==> config.mk <==
export PLATFORM = sky130hd
export DESIGN_NAME = polygon_delta_coord_encoder_core_flat
export DESIGN_NICKNAME = d
export VERILOG_FILES = /design/src/rtl/core/pdce_pkg.sv /design/src/rtl/core/pdce_in_if.sv /design/src/rtl/core/pdce_out_if.sv /design/src/rtl/core/pdce_lane.sv /design/src/rtl/core/pdce_merge.sv /design/src/rtl/core/polygon_delta_coord_encoder_core.sv /design/src/flat_wrapper.sv
export SDC_FILE = /design/constraint.sdc
export NUM_CORES = 1
export LEC_CHECK = 0
export ABC_CLOCK_PERIOD_IN_PS = 5700
export BUFFER_PORTS_ARGS = -buffer_cell sky130_fd_sc_hd__buf_2
export CORE_ASPECT_RATIO = 1.75
export CORE_UTILIZATION = 25
export DETAILED_ROUTE_END_ITERATION = 6
export GPL_TIMING_DRIVEN = 0
export MAX_ROUTING_LAYER = met4
export SLEW_MARGIN = 25
export SYNTH_ARGS = -nofsm -noshare
export SYNTH_HDL_FRONTEND = slang
export SYNTH_SLANG_ARGS = --single-unit
==> constraint.sdc <==
create_clock -name clk -period 5.7 [get_ports clk]
set_input_delay 0.285 -clock clk [delete_from_list [all_inputs] [get_ports clk]]
set_output_delay 0.285 -clock clk [all_outputs]
set_load 0.05 [all_outputs]
==> src/rtl/core/pdce_pkg.sv <==
// ----------------------------------------------------------------------------
// pdce_pkg: shared types and constants for the polygon delta coordinate encoder
// Widths, lane result and merge status structures used by all core files.
// ----------------------------------------------------------------------------
package pdce_pkg;

    localparam int COORD_W    = 23;           // vertex coordinate width
    localparam int DIFF_W     = COORD_W + 1;  // full precision difference
    localparam int BYTE_W     = 8;
    localparam int SHORT_W    = 7;            // payload bits of a short code
    localparam int LANE_BYTES = 3;            // bytes of a long code
    localparam int MAX_BYTES  = 2 * LANE_BYTES;
    localparam int CNT_W      = $clog2(MAX_BYTES + 1);
    localparam int IDX_W      = $clog2(MAX_BYTES);

    // Long code markers and bit fields
    localparam logic LONG_MARK  = 1'b1;
    localparam logic SHORT_MARK = 1'b0;
    localparam int   MID_LSB    = 7;
    localparam int   HIGH_LSB   = 15;

    typedef logic signed [COORD_W-1:0] coord_t;
    typedef logic        [BYTE_W-1:0]  byte_t;
    typedef logic        [CNT_W-1:0]   cnt_t;
    typedef logic        [IDX_W-1:0]   idx_t;

    // One coordinate lane's encoding
    typedef struct packed {
        logic                         is_long;
        byte_t [LANE_BYTES-1:0]       data;
    } lane_res_t;

    // Merge stage status seen by the top level
    typedef struct packed {
        logic ready;
        cnt_t pending;
    } merge_status_t;

endpackage

==> src/rtl/core/pdce_in_if.sv <==
// ----------------------------------------------------------------------------
// pdce_in_if: vertex input channel
// Valid/ready channel carrying one polygon vertex per item.
// ----------------------------------------------------------------------------
interface pdce_in_if
    import pdce_pkg::*;
();
    logic   valid;
    logic   ready;
    coord_t point_x;
    coord_t point_y;
    logic   first_point;

    modport source (output valid, output point_x, output point_y,
                    output first_point, input ready);
    modport sink   (input valid, input point_x, input point_y,
                    input first_point, output ready);
endinterface

==> src/rtl/core/pdce_out_if.sv <==
// ----------------------------------------------------------------------------
// pdce_out_if: encoded byte output channel
// Valid/ready channel carrying one encoded byte per item.
// ----------------------------------------------------------------------------
interface pdce_out_if
    import pdce_pkg::*;
();
    logic  valid;
    logic  ready;
    byte_t out_byte;
    logic  last_byte;

    modport source (output valid, output out_byte, output last_byte, input ready);
    modport sink   (input valid, input out_byte, input last_byte, output ready);
endinterface

==> src/rtl/core/pdce_lane.sv <==
// ----------------------------------------------------------------------------
// pdce_lane: single coordinate encoder lane
// Forms the delta against the previous value and builds the short or long code.
// ----------------------------------------------------------------------------
module pdce_lane
    import pdce_pkg::*;
(
    input  coord_t    prev,
    input  coord_t    now,
    output lane_res_t res
);

    logic [DIFF_W-1:0] diff;
    logic              fits;

    // Full precision difference, sign extended by one bit
    assign diff = {now[COORD_W-1], now} - {prev[COORD_W-1], prev};

    // Short range -64..63: all bits above the 7-bit field match the sign
    assign fits = (&diff[DIFF_W-1:SHORT_W-1]) | ~(|diff[DIFF_W-1:SHORT_W-1]);

    always_comb
    begin
        res.is_long = ~fits;
        if (fits)
        begin
            res.data[0] = {SHORT_MARK, diff[SHORT_W-1:0]};
            res.data[1] = '0;
            res.data[2] = '0;
        end
        else
        begin
            res.data[0] = {LONG_MARK, now[SHORT_W-1:0]};
            res.data[1] = now[HIGH_LSB-1:MID_LSB];
            res.data[2] = now[COORD_W-1:HIGH_LSB];
        end
    end

endmodule

==> src/rtl/core/pdce_merge.sv <==
// ----------------------------------------------------------------------------
// pdce_merge: lane merge and byte serializer
// Packs the x and y lane codes into one vertex buffer and sends it out one
// byte per cycle while the receiver is ready, through a registered output stage.
// ----------------------------------------------------------------------------
module pdce_merge
    import pdce_pkg::*;
(
    input  logic              clk,
    input  logic              rst_n,
    input  logic              in_valid,
    input  lane_res_t         lane_x,
    input  lane_res_t         lane_y,
    output merge_status_t     stat,
    pdce_out_if.source        code
);

    byte_t [MAX_BYTES-1:0] merged;
    cnt_t                  merged_cnt;

    byte_t [MAX_BYTES-1:0] bytes_reg;
    cnt_t                  cnt_reg, cnt_next;
    idx_t                  idx_reg, idx_next;
    logic                  out_valid_reg, out_valid_next;
    byte_t                 out_byte_reg;
    logic                  last_reg;

    logic                  load_out;
    logic                  take;
    logic                  in_ready;
    logic                  accept;

    // Lay out x bytes then y bytes
    always_comb
    begin
        if (lane_x.is_long)
        begin
            merged = {lane_y.data, lane_x.data};
        end
        else
        begin
            merged = {byte_t'(0), byte_t'(0), lane_y.data, lane_x.data[0]};
        end
        merged_cnt = cnt_t'(lane_x.is_long ? LANE_BYTES : 1)
                   + cnt_t'(lane_y.is_long ? LANE_BYTES : 1);
    end

    // Handshake: output stage refills when empty or drained
    assign load_out = ~out_valid_reg | code.ready;
    assign take     = load_out & (cnt_reg != '0);
    assign in_ready = (cnt_reg == '0) | ((cnt_reg == cnt_t'(1)) & load_out);
    assign accept   = in_valid & in_ready;

    // Buffer count and read index
    always_comb
    begin
        cnt_next       = cnt_reg;
        idx_next       = idx_reg;
        out_valid_next = out_valid_reg;
        if (take)
        begin
            cnt_next       = cnt_reg - cnt_t'(1);
            idx_next       = idx_reg + idx_t'(1);
            out_valid_next = 1'b1;
        end
        else if (load_out)
        begin
            out_valid_next = 1'b0;
        end
        if (accept)
        begin
            cnt_next = merged_cnt;
            idx_next = '0;
        end
    end

    always_ff @(posedge clk or negedge rst_n)
    begin
        if (!rst_n)
        begin
            cnt_reg       <= '0;
            idx_reg       <= '0;
            out_valid_reg <= 1'b0;
        end
        else
        begin
            cnt_reg       <= cnt_next;
            idx_reg       <= idx_next;
            out_valid_reg <= out_valid_next;
        end
    end

    // Payload registers
    always_ff @(posedge clk)
    begin
        if (accept)
        begin
            bytes_reg <= merged;
        end
        if (take)
        begin
            out_byte_reg <= bytes_reg[idx_reg];
            last_reg     <= (cnt_reg == cnt_t'(1));
        end
    end

    assign code.valid     = out_valid_reg;
    assign code.out_byte  = out_byte_reg;
    assign code.last_byte = last_reg;

    assign stat.ready   = in_ready;
    assign stat.pending = cnt_reg;

endmodule

==> src/rtl/core/polygon_delta_coord_encoder_core.sv <==
// ----------------------------------------------------------------------------
// polygon_delta_coord_encoder_core: polygon vertex delta coordinate encoder
// Two lanes encode x and y against the previous vertex in parallel; a merge
// stage serializes the 2 to 6 resulting bytes and marks the last one.
// ----------------------------------------------------------------------------
// Flow: a taken vertex is registered in the byte buffer, then its first byte is
//   moved into the registered output stage when that stage is free.
// Output: bytes leave through the single byte-wide output stage as the receiver
//   takes them; the next vertex is taken with the last byte.
// Reset: asynchronous active low; clears previous coordinates to zero and
//   empties the byte buffer and output stage.
module polygon_delta_coord_encoder_core
    import pdce_pkg::*;
(
    input  logic       clk,
    input  logic       rst_n,
    pdce_in_if.sink    vertex,
    pdce_out_if.source code
);

    coord_t        prev_x_reg;
    coord_t        prev_y_reg;
    coord_t        base_x;
    coord_t        base_y;
    lane_res_t     lane_x;
    lane_res_t     lane_y;
    merge_status_t stat;
    logic          accept;

    assign accept       = vertex.valid & stat.ready;
    assign vertex.ready = stat.ready;

    // A first vertex encodes against zero
    assign base_x = vertex.first_point ? coord_t'(0) : prev_x_reg;
    assign base_y = vertex.first_point ? coord_t'(0) : prev_y_reg;

    pdce_lane u_lane_x
    (
        .prev (base_x),
        .now  (vertex.point_x),
        .res  (lane_x)
    );

    pdce_lane u_lane_y
    (
        .prev (base_y),
        .now  (vertex.point_y),
        .res  (lane_y)
    );

    pdce_merge u_merge
    (
        .clk      (clk),
        .rst_n    (rst_n),
        .in_valid (vertex.valid),
        .lane_x   (lane_x),
        .lane_y   (lane_y),
        .stat     (stat),
        .code     (code)
    );

    // Previous vertex
    always_ff @(posedge clk or negedge rst_n)
    begin
        if (!rst_n)
        begin
            prev_x_reg <= '0;
            prev_y_reg <= '0;
        end
        else if (accept)
        begin
            prev_x_reg <= vertex.point_x;
            prev_y_reg <= vertex.point_y;
        end
    end

    // Buffer never holds more than one vertex
    assert property (@(posedge clk) disable iff (!rst_n)
        stat.pending <= cnt_t'(MAX_BYTES))
    else $error("byte buffer count out of range");

    // A taken vertex loads at least two bytes
    assert property (@(posedge clk) disable iff (!rst_n)
        accept |=> stat.pending >= cnt_t'(2))
    else $error("vertex taken without loading its bytes");

    // A taken vertex has the output stage busy once the byte buffer has been loaded
    assert property (@(posedge clk) disable iff (!rst_n)
        accept |=> ##1 code.valid)
    else $error("output stage empty after vertex taken");

    // Previous coordinates track the taken vertex
    assert property (@(posedge clk) disable iff (!rst_n)
        accept |=> (prev_x_reg == $past(vertex.point_x))
                && (prev_y_reg == $past(vertex.point_y)))
    else $error("previous vertex not updated");

endmodule
==> src/flat_wrapper.sv <==
// flat-port wrapper written by rule: the top's interface ports become plain ports
module polygon_delta_coord_encoder_core_flat import pdce_pkg::*;
  (clk, rst_n, vertex_valid, vertex_point_x, vertex_point_y, vertex_first_point, vertex_ready, code_valid, code_out_byte, code_last_byte, code_ready);
  pdce_in_if vertex_i ();
  pdce_out_if code_i ();
  input  logic clk;
  input  logic rst_n;
  input wire logic [$bits(vertex_i.valid)-1:0] vertex_valid;
  input wire logic [$bits(vertex_i.point_x)-1:0] vertex_point_x;
  input wire logic [$bits(vertex_i.point_y)-1:0] vertex_point_y;
  input wire logic [$bits(vertex_i.first_point)-1:0] vertex_first_point;
  output wire logic [$bits(vertex_i.ready)-1:0] vertex_ready;
  output wire logic [$bits(code_i.valid)-1:0] code_valid;
  output wire logic [$bits(code_i.out_byte)-1:0] code_out_byte;
  output wire logic [$bits(code_i.last_byte)-1:0] code_last_byte;
  input wire logic [$bits(code_i.ready)-1:0] code_ready;
  assign vertex_i.valid = vertex_valid;
  assign vertex_i.point_x = vertex_point_x;
  assign vertex_i.point_y = vertex_point_y;
  assign vertex_i.first_point = vertex_first_point;
  assign vertex_ready = vertex_i.ready;
  assign code_valid = code_i.valid;
  assign code_out_byte = code_i.out_byte;
  assign code_last_byte = code_i.last_byte;
  assign code_i.ready = code_ready;
  polygon_delta_coord_encoder_core u_core (.clk(clk), .rst_n(rst_n), .vertex(vertex_i), .code(code_i));
endmodule
# == Word level (Yosys, flattened, before mapping) ==
# Cells that the tools add are included.
# word_totals
ff_bits,110
latch_bits,0
ram_bits,0
rom_bits,0
inputBits,51
elab_cells,53
n_memories,0
# classes
n_addsub,5
mul,0
div_mod_pow,0
n_lt_le_gt_ge,1
eq_ne,1
shifts,0
muxes,15
bitwise,10
reduce_logical,8
# op_table
op,n
$mux W24,2
$sub A23 B23 Y24,2
$mux W23,2
$reduce_and A18 Y1,2
$reduce_or A18 Y1,2
$mux W32,1
$bmux W8 S3,1
$mux W3,4
$mux W8,1
$lt A3 B4 Y1 const B,1
$mux W2,2
$or A1 B1 Y1,4
$reduce_bool A2 Y1,2
$add A3 B1 Y3 const B,1
$add A3 B2 Y3,1
$and A1 B1 Y1,3
$eq A3 B1 Y1 const B,1
$logic_not A3 Y1,1
$not A1 Y1,3
$reduce_bool A3 Y1,1
$sub A3 B1 Y3 const B,1
$mux W1,2

# == Logic depth before layout (Yosys ltp) ==
# Gate-level depths: netlist of run 1.
# logic_depth
word_depth,8
depth_mapped,19
depth_no_buf,16

# == Modules after synthesis ==
# A second synthesis of run 1 with hierarchy kept.
# hier_totals
cells_unflattened,865
area_unflattened_um2,8828.5
# by_module_without_submodules
module,instances,cells_per_inst,area_each_um2,seq_area_each_um2
pdce_merge,1,180,2949.1,1886.8
polygon_delta_coord_encoder_core,1,148,2239.6,1151.1
pdce_lane (u_core.u_lane_x),1,281,1885.6,0.0
pdce_lane (u_core.u_lane_y),1,256,1754.2,0.0

# == Worst setup path before layout of run 1 ==
# OpenSTA, ideal clock, no wires.
# synth_path
path_type,input port to flip-flop
start,in vertex_first_point
end,reg u_core.u_merge.bytes_reg[17] in the netlist's numbering (data pin)
setup_time_ns,0.256
t_arrival_ns,3.904
setup_slack_ns,1.539
path_stages,18
path_buffers,5
path_cell_list,clkbuf_1 -> clkbuf_1 -> nand2b_1 -> fa_1 -> a211oi_1 -> o211ai_1 -> a21oi_1 -> o21ai_1 -> a221o_1 -> a21oi_1 -> xor2_1 -> or4_1 -> and2_1 -> buf_6 -> and2_4 -> buf_6 -> buf_6 -> a22o_1
# synth_lines
item,line_no,text
start: declaration,flat_wrapper.sv:11,input wire logic [$bits(vertex_i.first_point)-1:0] vertex_first_point;
end signal: assignment,pdce_merge.sv:98,bytes_reg <= merged;
end: declaration,pdce_merge.sv:21,byte_t [MAX_BYTES-1:0] bytes_reg;

==> results of run 1 <==
==> cells in the mapped netlist, types with 3 or more instances <==
cell type	count	area share (%)
o21bai_1	8	0.76
nor4_1	3	0.24
nor3_1	13	0.83
a221oi_1	3	0.33
edfxtp_1	57	22
a21oi_1	47	3.0
inv_1	22	1.0
a211oi_1	3	0.29
nand3b_1	7	0.67
o21a_1	11	1.0
dfrtp_1	53	17
clkbuf_1	33	1.6
and3_1	25	2.0
o21ai_1	7	0.45
ha_1	51	8.1
nor3b_1	3	0.29
a221o_1	4	0.51
mux2_2	51	7.3
nor2b_1	6	0.48
a21o_1	13	1.2
a31oi_1	7	0.56
nand2b_1	54	4.3
or4_1	3	0.29
and2_1	8	0.64
nor2_1	44	2.1
nand3_1	11	0.70
mux2_4	4	0.76
nand2_1	46	2.2
o22ai_1	9	0.72
buf_2	5	0.32
xor2_1	13	1.4
o21ai_0	17	1.1
mux4_2	8	2.3
mux2i_1	15	1.9
nand4_1	16	1.3
xnor2_1	23	2.6
or3_1	4	0.32
a22o_1	13	1.4
o211ai_1	5	0.48
buf_6	3	0.43
==> placed cells by master, fill, tap and decap left out, types with 4 or more instances in the layout <==
cell type,Yosys,routed
buf_2,5,64
edfxtp_1,57,57
nand2b_1,54,54
dfrtp_1,53,53
mux2_2,51,51
ha_1,51,51
nand2_1,46,46
a21oi_1,47,46
nor2_1,44,44
clkbuf_1,33,34
and3_1,25,25
xnor2_1,23,23
inv_1,22,22
o21ai_0,17,17
nand4_1,16,16
mux2i_1,15,15
a21o_1,13,13
nor3_1,13,13
xor2_1,13,13
a22o_1,13,13
o21a_1,11,11
nand3_1,11,11
o22ai_1,9,9
clkbuf_16,0,9
o21bai_1,8,8
and2_1,8,8
mux4_2,8,8
a31oi_1,7,7
nand3b_1,7,7
o21ai_1,7,7
nor2b_1,6,6
o211ai_1,5,5
a221o_1,4,4
or3_1,4,4
mux2_4,4,4
==> cell type report <==
type                            count  area share (%)
Clock buffer                       11            2.59
Buffer                             43            2.16
Tap cell                          391            5.45
Clock inverter                      5           0.404
Antenna cell                        2          0.0558
Multi-Input combinational cell    595            50.8
Inverter                           23           0.962
Timing Repair Buffer               61            3.68
Sequential cell                   110            33.9
==> worst max-delay path by stage <==
| stage | from | end | slack (ps) |
|---|---|---|---|
| final | vertex_first_point | u_core.u_merge.bytes_reg[8]$_DFFE_PP_ | 620 |
| after global routing | vertex_first_point | u_core.u_merge.bytes_reg[8]$_DFFE_PP_ | 350 |
| after CTS | vertex_first_point | u_core.u_merge.bytes_reg[8]$_DFFE_PP_ | 610 |
| after detailed placement | vertex_first_point | u_core.u_merge.bytes_reg[23]$_DFFE_PP_ | 220 |
| after global placement | vertex_first_point | u_core.u_merge.bytes_reg[24]$_DFFE_PP_ | 280 |
| after floorplan | vertex_first_point | u_core.u_merge.bytes_reg[17]$_DFFE_PP_ | 1540 |
==> power by group <==
part / internal (uW) / switching, uW
clock network: 298 / 298
registers: 1130 / 113
logic: 818 / 1120
==> layer usage <==
| metal | track usage, % | share of wire, % |
|---|---|---|
| met5 | - | 0 |
| met4 | 9.09 | 5.8 |
| met3 | 1.46 | 2.4 |
| met2 | 26.3 | 54 |
| met1 | 14.6 | 37 |
==> cells by family (layout without fill, tap and decap cells) <==
family                   Yosys count  after routing  share of synthesized area [%]
XOR/XNOR                          36             36                           4.01
AO/OA/AOI/OAI                    173            173                           15.4
other                              0              2                              0
flip-flops                       110            110                           38.6
buffers and inverters             66            143                           3.51
adder cells (fa/ha/maj)           53             53                           8.62
multiplexers                      78             78                           12.3
AND/OR/NAND/NOR                  255            255                           17.6
==> stage by stage <==
| step | worst slack (ps) | std cells |
|---|---|---|
| after floorplan | 1540 | 771 |
| after global routing | 349 | 1241 |
| after global placement | 282 | 1222 |
| after detailed placement | 217 | 1223 |
| final | 625 | 1241 |
| after CTS | 605 | 1239 |
==> worst max-delay path, delay by kind of cell <==
| family | cells | cell delay, ps |
|---|---|---|
| xor+xnor | 1 | 110 |
| fa+ha+maj | 1 | 220 |
| compound gates | 6 | 1720 |
| buf+inv | 5 | 1420 |
| simple gates | 3 | 920 |
| mux | 2 | 500 |
==> flow_metrics.env, run 1 <==
export IMPL_netlist_instances=771
export IMPL_avgSynthCellArea_sq_um=10.2
export IMPL_synth_seq_cells=110
export IMPL_cp_required_ps=5810
export IMPL_gp_congestion=0.860
export IMPL_violations="negative hold slack"
export IMPL_synth_edf_count=57
export IMPL_drc=0
export IMPL_clock_sinks=110
export IMPL_leakagePower_uw=0.00355
export IMPL_syn_to_final_growth_pct=14.0
export IMPL_maxCapViolations=0
export IMPL_io_buffers=60
export IMPL_hold_violations=3
export IMPL_cts_setup_buffers=0
export IMPL_clkTransAtPathRegs_ps=70
export IMPL_clk_latency_ps=360
export IMPL_worstMarginPinSlew_ps=862
export IMPL_place_area_sq_um=8700
export IMPL_reg2reg_to="u_core.u_merge.bytes_reg[8]$_DFFE_PP_"
export IMPL_clock_root_buffer="clkbuf_16"
export IMPL_yosysWarnings=0
export IMPL_start_util_pct=25.5
export IMPL_cp_arrival_ps=5180
export IMPL_hold_ws_ps=-11.2
export IMPL_reg2reg_from="u_core.prev_y_reg[0]$_DFFE_PN0P_"
export IMPL_startpoint_type="input port"
export IMPL_grt_pass1_wl_um=34200
export IMPL_slowest_delay_ps=550
export IMPL_dp_hpwl_um=17700
export IMPL_setup_violations=0
export IMPL_grt_max_degree=54
export IMPL_critPathKind="input port to flop"
export IMPL_final_area_sq_um=8970
export IMPL_h_tree_depth=3
export IMPL_crit_chain="clkbuf_1 > clkbuf_1 > nand2b_1 > ha_1 > buf_2 > a21oi_1 > o211ai_1 > a21oi_1 > o21ai_1 > a221o_1 > a21oi_1 > xor2_1 > or4_1 > and2_1 > buf_6 > buf_2 > mux2i_1 > mux2_2"
export IMPL_numCtsBuffers=9
export IMPL_fin_crit_sh_pct=89.0
export IMPL_ys_seq_area_share_pct=38.6
export IMPL_detail_route_antenna_nets=0
export IMPL_drt_iter0_drc=273
export IMPL_clock_skew_final_ps=13.0
export IMPL_regArea_sq_um=3040
export IMPL_utilization_pct=29.1
export IMPL_die_w_um=136
export IMPL_clock_fmax_mhz=197
export IMPL_peakVddDrop_mv=0.139
export IMPL_pin_count=62
export IMPL_path_common_cell="a21oi_1"
export IMPL_antenna_found_initial=2
export IMPL_ctsHoldBuffers=0
export IMPL_fin_crit_ps=5080
export IMPL_critPathMaxFanout=10
export IMPL_final_setup_tns_ps=0
export IMPL_status="finished, violations left"
export IMPL_core_sq_um=30800
export IMPL_rows=85
export IMPL_overflow=0
export IMPL_ys_types=73
export IMPL_synth_async_reset_ratio_pct=48.2
export IMPL_slew_headroom_pct=42.5
export IMPL_p_per_area_nw_per_um2=422
export IMPL_ys_flop_type="edfxtp_1"
export IMPL_crit_path_end_kind="flop"
export IMPL_num_vias=6221
export IMPL_routed_wirelength_um=22000
export IMPL_hold_class="input port to async pin"
export IMPL_r2r_setup_slack_ps=1000
export IMPL_tritoncts="done"
export IMPL_multi_input_area_sq_um=4560
export IMPL_avgViaCountPerCell=5.01
export IMPL_track_usage_pct=14.5
export IMPL_syn_nets=875
export IMPL_dieArea_sq_um=32200
export IMPL_crit_path_top_delay_cell="or4_1"
export IMPL_rsz0062_at_grt="no"
export IMPL_cts_resized=0
export IMPL_first_global_vias=6305
export IMPL_largest_reg_flops=48
export IMPL_clockBufferDepth=2
export IMPL_first_pass_iters=5
export IMPL_syn_area_sq_um=7870
export IMPL_final_nets=947
export IMPL_drive_above_1_share_pct=18.8
export IMPL_nFillCells=3240
export IMPL_r2r_cells=17
export IMPL_slew_violations=0
export IMPL_wl_per_cell_um=17.7
export IMPL_fp_dieH_um=237
export IMPL_power_total_uw=3780
No activity file was read; power rests on OpenSTA's default activity.
==> inputs of run 2 (changes only) <==
RECOVER_POWER = 100   (was unset)
SYNTH_HIERARCHICAL = 1   (was unset)
==> run 2 against run 1 <==
Net effect: the flow finishes with violations (max-capacitance violations, max-slew violations); maximum frequency down 0.28%; clock-buffer cell count unchanged; hold slack better by 160 ps; final area up 8.5%; sequential share of layout area down 2.7 points; critical path depth unchanged; sequential cell count unchanged; power up 4.1%; first-iteration DRC count up 23%; area after synthesis up 12%.
==> flow_metrics.env, run 2 <==
export IMPL_final_common_cell="inv_1"
export IMPL_drc=0
export IMPL_post_place_ws_ps=423
export IMPL_synth_async_reset_ratio_pct=48.2
export IMPL_clock_sinks=110
export IMPL_leakagePower_uw=0.00386
export IMPL_final_nets=1045
export IMPL_cp_arrival_ps=5210
export IMPL_switching_share_pct=41.8
export IMPL_numCtsBuffers=9
export IMPL_grt_max_degree=54
export IMPL_syn_nets=969
export IMPL_tritoncts="done"
export IMPL_status="finished, violations left"
export IMPL_rows=90
export IMPL_rsz0062_at_grt="no"
export IMPL_syn_area_sq_um=8830
export IMPL_largest_reg_flops=48
export IMPL_worstMarginPinSlew_ps=3160
export IMPL_setup_violations=0
export IMPL_overflow=0
export IMPL_start_util_pct=25.5
export IMPL_nFillCells=3675
export IMPL_ys_seq_area_share_pct=34.4
export IMPL_power_internal_uw=2290
export IMPL_synth_edf_count=57
export IMPL_pin_count=62
export IMPL_layout_setup_ws_ps=611
export IMPL_detail_route_antenna_nets=0
export IMPL_reg2reg_to="u_core/u_merge/bytes_reg[29]$_DFFE_PP_"
export IMPL_seqPwrFrac_pct=31.8
export IMPL_violations="max-capacitance violations, max-slew violations"
export IMPL_synth_top_area_share_pct=19.4
export IMPL_cts_resized=0
export IMPL_critPathKind="input port to flop"
export IMPL_yosys_top_cells_count="inv_1 (66), edfxtp_1 (57), dfrtp_1 (53)"
export IMPL_first_global_vias=6826
export IMPL_slew_violations=54
export IMPL_p_clk_share_pct=15.9
export IMPL_p_per_area_nw_per_um2=404
export IMPL_clkTransAtPathRegs_ps=80
export IMPL_power_total_uw=3940
export IMPL_crit_path_end_kind="flop"
export IMPL_syn_to_final_growth_pct=10.3
export IMPL_dp_hpwl_um=19800
export IMPL_avgViaCountPerCell=4.77
export IMPL_clockBufferDepth=2
export IMPL_num_vias=6709
export IMPL_synth_top_area_cell="edfxtp_1"
export IMPL_peakVddDrop_mv=0.157
export IMPL_dieArea_sq_um=36100
export IMPL_fin_crit_ps=5090
export IMPL_synth_seq_cells=110
export IMPL_synth_most_common_cell="inv_1"
export IMPL_antenna_found_initial=1
export IMPL_clock_fmax_mhz=196
export IMPL_drive_above_1_share_pct=16.8
export IMPL_h_tree_depth=3
export IMPL_gp_congestion=0.911
export IMPL_slew_headroom_pct=-111
export IMPL_die_w_um=144
export IMPL_ys_types=80
export IMPL_netlist_instances=865
export IMPL_clk_latency_ps=370
export IMPL_fin_crit_sh_pct=89.3
export IMPL_multi_input_area_sq_um=5060
export IMPL_track_usage_pct=14.3
export IMPL_hold_violations=0
export IMPL_drt_iter0_drc=336
export IMPL_maxCapViolations=1
export IMPL_final_setup_tns_ps=0
export IMPL_regArea_sq_um=3040
export IMPL_first_pass_iters=7
export IMPL_wl_per_cell_um=17.1
export IMPL_min_path_cells=2
export IMPL_cts_setup_buffers=0
export IMPL_io_buffers=60
export IMPL_synth_area_top_cells="edfxtp_1 (19%), dfrtp_1 (15%), mux2_4 (8.0%), ha_1 (7.2%), mux2_2 (4.3%)"
export IMPL_switchingPower_uw=1650
export IMPL_startpoint="vertex_first_point"
export IMPL_clock_root_buffer="clkbuf_16"
export IMPL_hold_class="input port to flop"
export IMPL_critPathMaxFanout=11
export IMPL_reg2reg_from="u_core/prev_x_reg[11]$_DFFE_PN0P_"
export IMPL_cp_required_ps=5820
export IMPL_combinationalPowerShare_pct=52.2
export IMPL_core_sq_um=34600
export IMPL_clock_skew_final_ps=10.2
export IMPL_yosysWarnings=6
export IMPL_mostFrequentLayoutCells="inv_1 (66), buf_2 (61), edfxtp_1 (57)"
export IMPL_routed_wirelength_um=24100
export IMPL_ys_flop_type="edfxtp_1"
export IMPL_r2r_setup_slack_ps=840
export IMPL_startpoint_type="input port"
export IMPL_critPathCapture="u_core/u_merge/bytes_reg[29]$_DFFE_PP_"
export IMPL_grt_pass1_wl_um=37400
export IMPL_fp_dieH_um=251
export IMPL_r2r_cells=16
export IMPL_avgSynthCellArea_sq_um=10.2
==> run 2: cells by family after synthesis <==
group / count (synthesis) / synth area share, %
XOR/XNOR: 38 / 3.77
AO/OA/AOI/OAI: 167 / 12.6
buffers and inverters: 111 / 6.49
flip-flops: 110 / 34.4
multiplexers: 106 / 16.6
AND/OR/NAND/NOR: 280 / 18.4
adder cells (fa/ha/maj): 53 / 7.68
==> run 2: power groups by stage <==
stage | clock network (uW) | registers [uW] | logic, uW
CTS | 646 | 1260 | 2270
finish | 628 | 1250 | 2060
floorplan | 0 | 1360 | 1680
global route | 670 | 1290 | 2260
detailed placement | 0 | 1270 | 2260
global placement | 0 | 1270 | 2210
==> run 2: timing repair <==
| action | 4_1_cts | 5_1_grt |
|---|---|---|
| endpoints found under the setup margin | 0 | 0 |
| hold endpoints to repair | 15 | 0 |
| hold buffers | 1 | 0 |
==> run 2: worst max-delay path: stages <==
cell,delay [ps]
clkbuf_2,280
clkbuf_1,410
and2b_1,240
inv_1,50
ha_1,110
buf_2,180
a21oi_2,100
o21ai_1,240
nor3b_1,610
nor4bb_1,140
nor3b_1,410
nor4_1,160
and4_1,220
mux2i_1,480
buf_2,320
clkbuf_1,200
clkbuf_1,370
mux2_2,390
==> run 2: final cells by class <==
class / instances / area share, %
tap: 460 / 5.91
buffer: 45 / 2.31
clock buffer: 11 / 2.49
clock inverter: 5 / 0.411
timing repair buffer: 65 / 3.19
sequential: 110 / 31.2
inverter: 66 / 2.54
multi-input combinational: 644 / 51.9
antenna: 1 / 0.0257
==> run 2: worst min-delay path by stage <==
stage,from,to,slack (ps)
global placement,u_core/prev_y_reg[0]$_DFFE_PN0P_,u_core/prev_y_reg[0]$_DFFE_PN0P_,480
detailed placement,rst_n,u_core/u_merge/code.valid$_DFFE_PN0P_,390
global route,vertex_point_x[0],u_core/prev_x_reg[0]$_DFFE_PN0P_,150
finish,vertex_point_x[0],u_core/prev_x_reg[0]$_DFFE_PN0P_,150
CTS,vertex_point_x[0],u_core/prev_x_reg[0]$_DFFE_PN0P_,150
floorplan,rst_n,u_core/prev_x_reg[0]$_DFFE_PN0P_,-10
==> run 2: layer usage <==
layer	track usage, %	part of all wire [%]
met1	13.3	36
met2	26.9	56
met3	1.78	2.9
met4	8.75	5.4
met5	-	0
==> run 2: metrics by stage <==
stage | hold WS [ps] | instance area (sq um) | utilization, % | cells
after global placement | 479 | 9700 | 28.1 | 1385
after floorplan | -10.6 | 8830 | - | 865
after detailed placement | 390 | 9760 | 28.2 | 1389
after global routing | 148 | 9740 | 28.2 | 1407
final | 147 | 9740 | 28.2 | 1407
after CTS | 148 | 10100 | 29.1 | 1406
